===== config.mk =====
export PLATFORM = sky130hd
export DESIGN_NAME = position_frame_receiver_flat
export DESIGN_NICKNAME = d
export VERILOG_FILES = /design/src/pfr_pkg.sv /design/src/pfr_if.sv /design/src/pfr_regs.sv /design/src/pfr_parser.sv /design/src/position_frame_receiver.sv /design/src/flat_wrapper.sv
export SDC_FILE = /design/constraint.sdc
export NUM_CORES = 1
export LEC_CHECK = 0
export BUFFER_PORTS_ARGS = -buffer_cell sky130_fd_sc_hd__buf_2
export CAP_MARGIN = 20
export CORE_ASPECT_RATIO = 1.75
export CORE_MARGIN = 3
export CORE_UTILIZATION = 55
export DETAILED_ROUTE_END_ITERATION = 8
export PLACE_DENSITY_LB_ADDON = 0.1
export REMOVE_ABC_BUFFERS = 1
export SKIP_CTS_REPAIR_TIMING = 1
export SLEW_MARGIN = 15
export SYNTH_ARGS = -nofsm -noshare
export SYNTH_HDL_FRONTEND = slang
export SYNTH_SLANG_ARGS = --single-unit
export TNS_END_PERCENT = 100

===== constraint.sdc =====
create_clock -name i_clk -period 4.7 [get_ports i_clk]
set_input_delay 0.94 -clock i_clk [delete_from_list [all_inputs] [get_ports i_clk]]
set_output_delay 0.94 -clock i_clk [all_outputs]
set_load 0.01 [all_outputs]

===== src/pfr_pkg.sv =====
`timescale 1ns / 1ps
// ----------------------------------------------------------------------------
// pfr_pkg
// Types and constants shared by the position frame receiver files.
// ----------------------------------------------------------------------------
package pfr_pkg;

    // Frame layout constants
    localparam logic [7:0]  UPDATE_LEN  = 8'h06;
    localparam logic [7:0]  REPLY_LEN   = 8'h01;
    localparam logic [15:0] ANGLE_LIMIT = 16'd3600;
    localparam int          BUF_DEPTH   = 6;

    // Register reset values
    localparam logic [7:0] WAKE_RST   = 8'd85;
    localparam logic [7:0] UPDATE_RST = 8'd1;
    localparam logic [7:0] REPLY_RST  = 8'd2;

    // Register indexes on the config port
    localparam logic [1:0] REG_WAKE   = 2'd0;
    localparam logic [1:0] REG_UPDATE = 2'd1;
    localparam logic [1:0] REG_REPLY  = 2'd2;

    typedef enum logic [1:0] {
        PH_HUNT = 2'd0,
        PH_CMD  = 2'd1,
        PH_LEN  = 2'd2,
        PH_DATA = 2'd3
    } t_phase;

    typedef enum logic [1:0] {
        EV_NONE     = 2'd0,
        EV_ACCEPTED = 2'd1,
        EV_REJECTED = 2'd2,
        EV_REPLY    = 2'd3
    } t_event;

    typedef enum logic {
        CMD_UPDATE = 1'b0,
        CMD_REPLY  = 1'b1
    } t_cmd;

    typedef struct packed {
        logic       byte_valid;
        logic [7:0] rx_byte;
        logic [7:0] clear_reply_mask;
    } t_item;

    typedef struct packed {
        logic [7:0] wake_code;
        logic [7:0] update_code;
        logic [7:0] reply_code;
    } t_cfg;

    typedef struct packed {
        t_event             frame_event;
        logic signed [15:0] pos_x;
        logic signed [15:0] pos_y;
        logic [11:0]        heading;
        logic               available;
        logic [7:0]         reply_flags;
    } t_result;

endpackage


===== src/pfr_if.sv =====
`timescale 1ns / 1ps
// ----------------------------------------------------------------------------
// pfr_if
// Valid/ready channels for received bytes and frame results.
// ----------------------------------------------------------------------------
interface pfr_in_if;
    logic       valid;
    logic       ready;
    logic       byte_valid;
    logic [7:0] rx_byte;
    logic [7:0] clear_reply_mask;

    modport source (output valid, byte_valid, rx_byte, clear_reply_mask, input ready);
    modport sink   (input valid, byte_valid, rx_byte, clear_reply_mask, output ready);
endinterface

interface pfr_out_if;
    logic               valid;
    logic               ready;
    logic [1:0]         frame_event;
    logic signed [15:0] pos_x;
    logic signed [15:0] pos_y;
    logic [11:0]        heading;
    logic               available;
    logic [7:0]         reply_flags;

    modport source (output valid, frame_event, pos_x, pos_y, heading, available,
                    reply_flags, input ready);
    modport sink   (input valid, frame_event, pos_x, pos_y, heading, available,
                    reply_flags, output ready);
endinterface


===== src/pfr_regs.sv =====
`timescale 1ns / 1ps
// ----------------------------------------------------------------------------
// pfr_regs
// APB-style register file holding the wake, update and reply codes.
// ----------------------------------------------------------------------------
module pfr_regs (
    input  logic         i_clk,
    input  logic         i_rst_n,
    input  logic         i_psel,
    input  logic         i_penable,
    input  logic         i_pwrite,
    input  logic [3:0]   i_paddr,
    input  logic [31:0]  i_pwdata,
    output logic [31:0]  o_prdata,
    output logic         o_pready,
    output pfr_pkg::t_cfg o_cfg
);
    import pfr_pkg::*;

    logic [7:0] r_wake;
    logic [7:0] r_update;
    logic [7:0] r_reply;
    logic       wr_en;
    logic [1:0] reg_idx;

    assign o_pready = 1'b1;
    assign wr_en    = i_psel && i_penable && i_pwrite;
    assign reg_idx  = i_paddr[3:2];

    // register writes
    always_ff @(posedge i_clk) begin
        if (!i_rst_n) begin
            r_wake   <= WAKE_RST;
            r_update <= UPDATE_RST;
            r_reply  <= REPLY_RST;
        end else if (wr_en) begin
            case (reg_idx)
                REG_WAKE:   r_wake   <= i_pwdata[7:0];
                REG_UPDATE: r_update <= i_pwdata[7:0];
                REG_REPLY:  r_reply  <= i_pwdata[7:0];
                default: ;
            endcase
        end
    end

    // read mux, unmapped addresses read zero
    always_comb begin
        case (reg_idx)
            REG_WAKE:   o_prdata = {24'd0, r_wake};
            REG_UPDATE: o_prdata = {24'd0, r_update};
            REG_REPLY:  o_prdata = {24'd0, r_reply};
            default:    o_prdata = 32'd0;
        endcase
    end

    assign o_cfg.wake_code   = r_wake;
    assign o_cfg.update_code = r_update;
    assign o_cfg.reply_code  = r_reply;

endmodule


===== src/pfr_parser.sv =====
`timescale 1ns / 1ps
// ----------------------------------------------------------------------------
// pfr_parser
// Frame parser state and one-step update logic; the result is the state
// after the byte, presented combinationally for the output register.
// ----------------------------------------------------------------------------
module pfr_parser (
    input  logic            i_clk,
    input  logic            i_rst_n,
    input  logic            i_fire,
    input  pfr_pkg::t_item  i_item,
    input  pfr_pkg::t_cfg   i_cfg,
    output pfr_pkg::t_result o_result
);
    import pfr_pkg::*;

    t_phase             r_phase, n_phase;
    t_cmd               r_cmd, n_cmd;
    logic [2:0]         r_count, n_count;
    logic [7:0]         r_buf [BUF_DEPTH];
    logic [7:0]         n_buf [BUF_DEPTH];
    logic signed [15:0] r_x, n_x;
    logic signed [15:0] r_y, n_y;
    logic [11:0]        r_angle, n_angle;
    logic               r_avail, n_avail;
    logic [7:0]         r_reply, n_reply;
    t_event             ev;

    logic [7:0]  b;
    logic [7:0]  frame_len;
    logic [2:0]  count_inc;
    logic        done;
    logic [15:0] angle;

    assign b         = i_item.rx_byte;
    assign frame_len = (r_cmd == CMD_REPLY) ? REPLY_LEN : UPDATE_LEN;
    assign count_inc = r_count + 3'd1;
    assign done      = ({5'd0, count_inc} >= frame_len);

    // next phase
    always_comb begin
        n_phase = r_phase;
        if (i_item.byte_valid) begin
            case (r_phase)
                PH_HUNT: if (b == i_cfg.wake_code) n_phase = PH_CMD;
                PH_CMD: begin
                    if (b == i_cfg.update_code || b == i_cfg.reply_code) begin
                        n_phase = PH_LEN;
                    end else begin
                        n_phase = PH_HUNT;
                    end
                end
                PH_LEN:  n_phase = (b == frame_len) ? PH_DATA : PH_HUNT;
                PH_DATA: if (done) n_phase = PH_HUNT;
                default: n_phase = PH_HUNT;
            endcase
        end
    end

    // datapath: command, payload capture, frame completion, reply flags
    always_comb begin
        n_cmd   = r_cmd;
        n_count = r_count;
        n_buf   = r_buf;
        n_x     = r_x;
        n_y     = r_y;
        n_angle = r_angle;
        n_avail = r_avail;
        ev      = EV_NONE;
        angle   = 16'd0;
        // mask goes first so a reply in this step keeps its bit
        n_reply = r_reply & ~i_item.clear_reply_mask;
        if (i_item.byte_valid) begin
            case (r_phase)
                PH_HUNT: if (b == i_cfg.wake_code) n_count = 3'd0;
                PH_CMD: begin
                    if (b == i_cfg.update_code) begin
                        n_cmd = CMD_UPDATE;
                    end else if (b == i_cfg.reply_code) begin
                        n_cmd = CMD_REPLY;
                    end
                end
                PH_DATA: begin
                    for (int i = 0; i < BUF_DEPTH; i++) begin
                        if (r_count == 3'(i)) n_buf[i] = b;
                    end
                    n_count = count_inc;
                    if (done) begin
                        if (r_cmd == CMD_UPDATE) begin
                            // big-endian y, x, angle
                            angle = {n_buf[4], n_buf[5]};
                            if (angle < ANGLE_LIMIT) begin
                                n_y     = {n_buf[0], n_buf[1]};
                                n_x     = {n_buf[2], n_buf[3]};
                                n_angle = angle[11:0];
                                n_avail = 1'b1;
                                ev      = EV_ACCEPTED;
                            end else begin
                                n_avail = 1'b0;
                                ev      = EV_REJECTED;
                            end
                        end else begin
                            // reply numbers of eight and up set nothing
                            if (n_buf[0] < 8'd8) n_reply[n_buf[0][2:0]] = 1'b1;
                            ev = EV_REPLY;
                        end
                    end
                end
                default: ;
            endcase
        end
    end

    // control state
    always_ff @(posedge i_clk) begin
        if (!i_rst_n) begin
            r_phase <= PH_HUNT;
            r_cmd   <= CMD_UPDATE;
            r_count <= 3'd0;
            r_x     <= 16'sd0;
            r_y     <= 16'sd0;
            r_angle <= 12'd0;
            r_avail <= 1'b0;
            r_reply <= 8'd0;
        end else if (i_fire) begin
            r_phase <= n_phase;
            r_cmd   <= n_cmd;
            r_count <= n_count;
            r_x     <= n_x;
            r_y     <= n_y;
            r_angle <= n_angle;
            r_avail <= n_avail;
            r_reply <= n_reply;
        end
    end

    // payload buffer, no reset
    always_ff @(posedge i_clk) begin
        if (i_fire) r_buf <= n_buf;
    end

    assign o_result.frame_event = ev;
    assign o_result.pos_x       = n_x;
    assign o_result.pos_y       = n_y;
    assign o_result.heading     = n_angle;
    assign o_result.available   = n_avail;
    assign o_result.reply_flags = n_reply;

endmodule


===== src/position_frame_receiver.sv =====
`timescale 1ns / 1ps
// ----------------------------------------------------------------------------
// position_frame_receiver
// Parses wake/command/length/payload frames from a received byte stream,
// holding the last good position and a word of reply flags.
// ----------------------------------------------------------------------------
//  channel  | dir | handshake            | contents
//  ---------+-----+----------------------+------------------------------------
//  i_rx     | in  | valid/ready          | byte_valid, rx_byte, clear mask
//  o_res    | out | valid/ready          | event, position, available, flags
//  apb      | in  | psel/penable, pready | wake, update, reply codes
//
//  One request per cycle sustained while o_res does not stall; a request
//  passes through the input register and then the result register, around
//  the parser's combinational update. Reset is synchronous and needs no sweep.
//  A stall on o_res holds the result and fills the input register; i_rx
//  ready drops only when both are full.
// ----------------------------------------------------------------------------
module position_frame_receiver (
    input  logic         i_clk,
    input  logic         i_rst_n,
    pfr_in_if.sink       i_rx,
    pfr_out_if.source    o_res,
    input  logic         i_psel,
    input  logic         i_penable,
    input  logic         i_pwrite,
    input  logic [3:0]   i_paddr,
    input  logic [31:0]  i_pwdata,
    output logic [31:0]  o_prdata,
    output logic         o_pready
);
    import pfr_pkg::*;

    t_cfg    cfg;
    t_item   r_in;
    logic    r_in_valid;
    t_result res;
    t_result r_out;
    logic    r_out_valid;
    logic    advance;
    logic    fire;
    logic    in_acc;

    pfr_regs u_regs (
        .i_clk     (i_clk),
        .i_rst_n   (i_rst_n),
        .i_psel    (i_psel),
        .i_penable (i_penable),
        .i_pwrite  (i_pwrite),
        .i_paddr   (i_paddr),
        .i_pwdata  (i_pwdata),
        .o_prdata  (o_prdata),
        .o_pready  (o_pready),
        .o_cfg     (cfg)
    );

    // flow control
    assign advance    = !r_out_valid || o_res.ready;
    assign fire       = r_in_valid && advance;
    assign i_rx.ready = !r_in_valid || advance;
    assign in_acc     = i_rx.valid && i_rx.ready;

    // input register
    always_ff @(posedge i_clk) begin
        if (!i_rst_n) begin
            r_in_valid <= 1'b0;
        end else begin
            r_in_valid <= in_acc || (r_in_valid && !advance);
        end
    end

    always_ff @(posedge i_clk) begin
        if (in_acc) begin
            r_in.byte_valid       <= i_rx.byte_valid;
            r_in.rx_byte          <= i_rx.rx_byte;
            r_in.clear_reply_mask <= i_rx.clear_reply_mask;
        end
    end

    pfr_parser u_parser (
        .i_clk    (i_clk),
        .i_rst_n  (i_rst_n),
        .i_fire   (fire),
        .i_item   (r_in),
        .i_cfg    (cfg),
        .o_result (res)
    );

    // result register
    always_ff @(posedge i_clk) begin
        if (!i_rst_n) begin
            r_out_valid <= 1'b0;
        end else begin
            r_out_valid <= fire || (r_out_valid && !o_res.ready);
        end
    end

    always_ff @(posedge i_clk) begin
        if (fire) r_out <= res;
    end

    assign o_res.valid       = r_out_valid;
    assign o_res.frame_event = r_out.frame_event;
    assign o_res.pos_x       = r_out.pos_x;
    assign o_res.pos_y       = r_out.pos_y;
    assign o_res.heading     = r_out.heading;
    assign o_res.available   = r_out.available;
    assign o_res.reply_flags = r_out.reply_flags;

endmodule


===== src/flat_wrapper.sv =====
// flat-port wrapper written by rule: the top's interface ports become plain ports
module position_frame_receiver_flat import pfr_pkg::*;
  (i_clk, i_rst_n, i_psel, i_penable, i_pwrite, i_paddr, i_pwdata, o_prdata, o_pready, i_rx_valid, i_rx_byte_valid, i_rx_rx_byte, i_rx_clear_reply_mask, i_rx_ready, o_res_valid, o_res_frame_event, o_res_pos_x, o_res_pos_y, o_res_heading, o_res_available, o_res_reply_flags, o_res_ready);
  pfr_in_if i_rx_i ();
  pfr_out_if o_res_i ();
  input  logic i_clk;
  input  logic i_rst_n;
  input  logic i_psel;
  input  logic i_penable;
  input  logic i_pwrite;
  input  logic [3:0] i_paddr;
  input  logic [31:0] i_pwdata;
  output logic [31:0] o_prdata;
  output logic o_pready;
  input wire logic [$bits(i_rx_i.valid)-1:0] i_rx_valid;
  input wire logic [$bits(i_rx_i.byte_valid)-1:0] i_rx_byte_valid;
  input wire logic [$bits(i_rx_i.rx_byte)-1:0] i_rx_rx_byte;
  input wire logic [$bits(i_rx_i.clear_reply_mask)-1:0] i_rx_clear_reply_mask;
  output wire logic [$bits(i_rx_i.ready)-1:0] i_rx_ready;
  output wire logic [$bits(o_res_i.valid)-1:0] o_res_valid;
  output wire logic [$bits(o_res_i.frame_event)-1:0] o_res_frame_event;
  output wire logic [$bits(o_res_i.pos_x)-1:0] o_res_pos_x;
  output wire logic [$bits(o_res_i.pos_y)-1:0] o_res_pos_y;
  output wire logic [$bits(o_res_i.heading)-1:0] o_res_heading;
  output wire logic [$bits(o_res_i.available)-1:0] o_res_available;
  output wire logic [$bits(o_res_i.reply_flags)-1:0] o_res_reply_flags;
  input wire logic [$bits(o_res_i.ready)-1:0] o_res_ready;
  assign i_rx_i.valid = i_rx_valid;
  assign i_rx_i.byte_valid = i_rx_byte_valid;
  assign i_rx_i.rx_byte = i_rx_rx_byte;
  assign i_rx_i.clear_reply_mask = i_rx_clear_reply_mask;
  assign i_rx_ready = i_rx_i.ready;
  assign o_res_valid = o_res_i.valid;
  assign o_res_frame_event = o_res_i.frame_event;
  assign o_res_pos_x = o_res_i.pos_x;
  assign o_res_pos_y = o_res_i.pos_y;
  assign o_res_heading = o_res_i.heading;
  assign o_res_available = o_res_i.available;
  assign o_res_reply_flags = o_res_i.reply_flags;
  assign o_res_i.ready = o_res_ready;
  position_frame_receiver u_core (.i_clk(i_clk), .i_rst_n(i_rst_n), .i_rx(i_rx_i), .o_res(o_res_i), .i_psel(i_psel), .i_penable(i_penable), .i_pwrite(i_pwrite), .i_paddr(i_paddr), .i_pwdata(i_pwdata), .o_prdata(o_prdata), .o_pready(o_pready));
endmodule

=== After elaboration in Yosys (flattened, before gate mapping) ===
Cells that the tools add are included.

* Div/mod/pow operators: 0
* Multipliers: 0
* Shift operators: 0
* Reduce and logical (&&, ||, !) cells: 29
* Multiplexer cells: 52
* Add/sub/neg operators: 1
* Order comparisons: 5
* Bitwise logic cells: 3
* Equality and inequality tests: 16

{| class="wikitable"
|+ Operators with widths
! cell !! number
|-
| $mux W16 || 10
|-
| $mux W8 || 17
|-
| $mux W12 || 5
|-
| $eq A8 B8 Y1 || 3
|-
| $pmux W8 S3 || 1
|-
| $lt A16 B12 Y1 const B || 1
|-
| $mux W2 || 6
|-
| $reduce_and A4 Y1 || 3
|-
| $and A8 B8 Y8 || 1
|-
| $eq A8 B3 Y1 || 1
|-
| $lt A8 B4 Y1 const B || 1
|-
| $mux W1 || 8
|-
| $not A8 Y8 || 1
|-
| $or A8 B8 Y8 || 1
|-
| $pmux W2 S4 || 1
|-
| $logic_and A1 B1 Y1 || 7
|-
| $eq A2 B2 Y1 const B || 3
|-
| $eq A3 B2 Y1 const B || 2
|-
| $eq A3 B3 Y1 const B || 2
|-
| $mux W3 || 2
|-
| $pmux W3 S2 || 1
|-
| $reduce_and A2 Y1 || 3
|-
| $reduce_and A3 Y1 || 2
|-
| $logic_or A1 B1 Y1 || 5
|-
| 12 further kinds || 19
|}

* Bits of input ports: 60
* ROM bits: 0
* Logic and storage cells: 134
* Output and inout port bits: 90
* Bits in writable memories: 0
* Register bits: 205
* Bits in latches: 0
* Memories: 0

=== Depth between registers and ports, before layout ===
* Word-level depth: 14
* Depth in mapped cells: 11
* Gate-level depth less buffers: 9

=== Hierarchy ===
From an unflattened synthesis, not the netlist that was laid out.

* Cells, all modules: 800
* Area total of the unflattened synthesis: 9559.2 um2

{| class="wikitable"
|+ By module, submodules not included
! module !! cells an instance !! times used !! sequential area each (um2) !! area an instance (um2)
|-
| pfr_parser || 568 || 1 || 2622.5 || 5950.7
|-
| position_frame_receiver || 81 || 1 || 2202.1 || 2265.9
|-
| pfr_regs || 151 || 1 || 480.5 || 1342.5
|}

=== Worst setup path after synthesis ===
No wires, ideal clock.

* Path type: input to register
* Start point: input port o_res_ready
* End point: register u_core.u_parser.r_reply[4]
* Required time: 4608 ps
* Arrival time: 3525 ps
* Slack: 1083 ps
* Cell stages on the path: 5
* Setup time: 92 ps
* Path buffers: 1
* Path through: nand2b_1 > and2_1 > clkbuf_1 > nand2_1 > o31ai_1

* Longest elaborated chain between the ends: 2

{| class="wikitable"
|+ RTL lines
! item !! RTL line !! text
|-
| start, declared || flat_wrapper.sv:27 || <nowiki>input wire logic [$bits(o_res_i.ready)-1:0] o_res_ready;</nowiki>
|-
| $logic_or A1 B1 Y1 || position_frame_receiver.sv:58 || <nowiki>assign advance = !r_out_valid || o_res.ready;</nowiki>
|-
| $logic_and A1 B1 Y1 || position_frame_receiver.sv:59 || <nowiki>assign fire = r_in_valid && advance;</nowiki>
|-
| named net u_core.fire || position_frame_receiver.sv:41 || <nowiki>logic fire;</nowiki>
|-
| end signal, assigned || pfr_parser.sv:133 || <nowiki>r_reply <= n_reply;</nowiki>
|-
| end, declared || pfr_parser.sv:26 || <nowiki>logic [7:0] r_reply, n_reply;</nowiki>
|}

The timed path passes the listed nets, and every way through them passes these cells.
A chain may end at the register's enable or synchronous reset.

==> impl_metrics.py <==
metrics = {
    "die": {
        "core_region_area_um2": 16500,
        "io_pins": 150,
        "start_util_pct": 56.5,
        "rows": 62,
        "die-area_um2": 18600,
        "fp.dieH_um": 178,
        "die_x_um": 104,
    },
    "synthesis": {
        "synth-seq-cells": 205,
        "synth_seq_area_share_pct": 56.8,
        "synth_area_um2": 9340,
        "synth_area_per_cell_um2": 12.7,
        "netlist_instances": 736,
        "synth_common_cells": "edfxtp_1, dfxtp_1, nand2_1",
        "async_flop_share_pct": 0,
        "synthFlopType": "edfxtp_1",
        "yosys-top-cells-area": "edfxtp_1, dfxtp_1, mux2_2",
        "yosysTopAreaCellShare_pct": 38.6,
        "ys_types": 57,
        "ys_warn_count": 0,
        "synth_edf_count": 120,
        "yosysMostFrequentCell": "edfxtp_1",
        "yosysTopAreaCell": "edfxtp_1",
    },
    "timing": {
        "worstMarginPinSlew_ns": 0.900,
        "fin_crit_ns": 3.56,
        "maxSlewHeadroom_pct": 39.6,
        "hold_ws_ns": 0.481,
        "drv_slew": 0,
        "period_share_pct": 75.7,
        "hold_viol_final": 0,
        "setup_viol": 0,
        "fin_setup_tns_ns": 0,
        "fmaxAchievable_mhz": 281,
        "finalClockSkew_ns": 0.00748,
        "rsz0062_at_grt": "no",
    },
    "power_and_ir_drop": {
        "combinationalPowerShare_pct": 4.2,
        "switching_share_pct": 21.3,
        "p_seq_share_pct": 53.3,
        "irDropWorstVdd_mv": 0.273,
        "finalPower_mw": 3.67,
        "switchingPower_uw": 782,
        "p_int_mw": 2.89,
        "p_leak_nw": 4.06,
        "p_per_area_nw_per_um2": 350,
        "share_clk_of_total_power_pct": 42.5,
    },
    "drt": {
        "routed_via_density": 5.75,
        "first_iter_violations": 279,
        "drt_pass1_iterations": 4,
        "drt_wl_total_um": 20400,
        "wire_per_inst_um": 19.4,
        "detail-route-antenna-nets": 0,
        "vias": 6047,
        "route.detailed.drc": 0,
    },
    "worst_setup_path": {
        "worst-path-stages": 10,
        "critPathSlowestCell": "a31oi_1",
        "cp_top_family": "adder cells",
        "required_ns": 4.92,
        "crit_arrival_ns": 3.77,
        "slowest_delay_ns": 0.59,
        "worst_r2r_path_depth": 10,
        "worstSetupEndpointType": "flip-flop",
        "crit_chain": "ha_1 > ha_1 > inv_1 > ha_1 > a21o_1 > a31oi_1 > nor3_1 > nand3_2 > buf_4 > mux2_1",
        "crit_top_cell": "ha_1",
        "critical_path_class": "flip-flop to flip-flop",
        "crit_path_max_fanout": 45,
        "cp-start-kind": "flip-flop",
        "critPathBufInv": 2,
    },
    "final_layout": {
        "diodes": 0,
        "n_fill_cell": 1307,
        "final_net_count": 884,
        "drive_gt1_share_pct": 24.8,
        "syn2layout_area_growth_pct": 12.5,
    },
    "hold_path": {
        "worst_hold_path.num_cells": 2,
        "timing.hold.worst.class": "flip-flop to flip-flop",
    },
    "placed_design": {
        "routabilityCongestion": 0.847,
        "dp_hpwl_um": 13100,
        "port_buffers": 98,
    },
    "status": {
        "outcome": "completed",
    },
    "global_route": {
        "grt_pass1_vias": 6239,
        "gr-total-overflow": 0,
        "grt_max_degree": 66,
        "track_usage_pct": 21.6,
        "grt_pass1_wl_um": 32500,
        "antenna_found_initial": 0,
    },
    "cts": {
        "htreeDepth": 1,
        "clk_latency_ns": 0.48,
        "clock-sinks": 205,
        "clk_path_buf_depth": 3,
        "clk_pin_slew_ns": 0.07,
        "cts_buffers": 19,
        "cts_tree": "done",
        "cts_root_buf": "clkbuf_16",
    },
    "job": {
        "drv_cap": 0,
    },
}
## worst reg2reg max path, stage by stage, from the launching register on
cell and delay, ns:
dfxtp_1 0.37, ha_1 0.22, ha_1 0.28, inv_1 0.05
ha_1 0.31, a21o_1 0.19, a31oi_1 0.59, nor3_1 0.19
nand3_2 0.12, buf_4 0.54, mux2_1 0.44
## layout make-up
| cell class | instances | area [µm²] | share of cell area [%] |
|---|---|---|---|
| clock buffer | 22 | 487 | 4.64 |
| clock inverter | 11 | 135 | 1.29 |
| inverter | 14 | 52.6 | 0.501 |
| multi-input combinational | 467 | 3660 | 34.8 |
| sequential | 205 | 5310 | 50.5 |
| tap | 224 | 280 | 2.67 |
| timing repair buffer | 109 | 581 | 5.53 |
## cells by family after synthesis
| family | synth area share, % |
|---|---|
| mux | 14.2 |
| simple gates | 11.5 |
| flops | 56.8 |
| fa+ha+maj | 1.07 |
| xor+xnor | 2.25 |
| other cells | 0.0804 |
| buf+inv | 4.92 |
| compound gates | 9.14 |
## metrics by stage
stage          std cells  instance area (µm²)  utilization (%)  setup WS [ns]
5_1_grt             1052                10500             63.5          0.986
2_1_floorplan        686                 9010                -           1.01
3_5_place_dp        1018                 9860             59.7           1.17
4_1_cts             1051                10500             63.4           1.15
3_3_place_gp        1018                 9860             59.7           1.26
6_report            1052                10500             63.5           1.14
## cells in the final DEF (no fill, tap or decap), types with 24 or more instances in the layout
cell type	n
xor2_1	24
edfxtp_1	120
mux2_2	51
mux2_1	39
dfxtp_1	85
conb_1	25
nand3_1	30
or4_1	34
mux2i_1	30
nand2_1	55
o211a_1	34
buf_2	98
## layer usage
layer | track usage (%) | vias to the layer above | share of wire (%)
met2 | 39.4 | 152 | 52
met5 | 0 | - | 0
met1 | 26.4 | 3001 | 41
met3 | 3.11 | 29 | 4.8
met4 | 6.54 | 0 | 2.1
li1 | - | 2865 | -
## sequential cells by signal, summed over array words and instances, names as in the netlist, 2 cells and up
| signal | cells |
|---|---|
| u_core.o_res.pos_y | 16 |
| u_core.o_res.reply_flags | 8 |
| u_core.u_regs.r_update | 8 |
| u_core.u_regs.r_wake | 8 |
| u_core.o_res.frame_event | 2 |
| u_core.u_regs.r_reply | 8 |
| u_core.u_parser.r_reply | 8 |
| u_core.u_parser.r_x | 16 |
| u_core.o_res.pos_x | 16 |
| u_core.u_parser.r_buf | 48 |
| u_core.o_res.heading | 12 |
| u_core.u_parser.r_y | 16 |
| u_core.r_in | 17 |
| u_core.u_parser.r_phase | 2 |
| u_core.u_parser.r_count | 3 |
| u_core.u_parser.r_angle | 12 |
## power groups by stage
stage / Clock [mW] / Sequential (mW) / Combinational (mW)
detailed placement: 0 / 2.00 / 0.155
floorplan: 0 / 2.00 / 0.0626
CTS: 1.59 / 1.96 / 0.156
global route: 1.66 / 1.96 / 0.170
global placement: 0 / 2.00 / 0.152
finish: 1.56 / 1.96 / 0.154
## path summary, 6_finish.rpt
| path | start | end | slack [ns] |
|---|---|---|---|
| setup reg to reg | u_core.u_parser.r_count[0]$_SDFFE_PN0P_ | u_core.o_res.pos_y[5]$_DFFE_PP_ | 1.14 |
| hold reg to reg | u_core.u_parser.r_reply[1]$_SDFFE_PN0P_ | u_core.u_parser.r_reply[1]$_SDFFE_PN0P_ | 0.48 |
| hold / removal | u_core.u_parser.r_reply[1]$_SDFFE_PN0P_ | u_core.u_parser.r_reply[1]$_SDFFE_PN0P_ | 0.48 |
| setup / recovery | u_core.u_parser.r_count[0]$_SDFFE_PN0P_ | u_core.o_res.pos_y[5]$_DFFE_PP_ | 1.14 |
(Power assumes the default switching activity.)
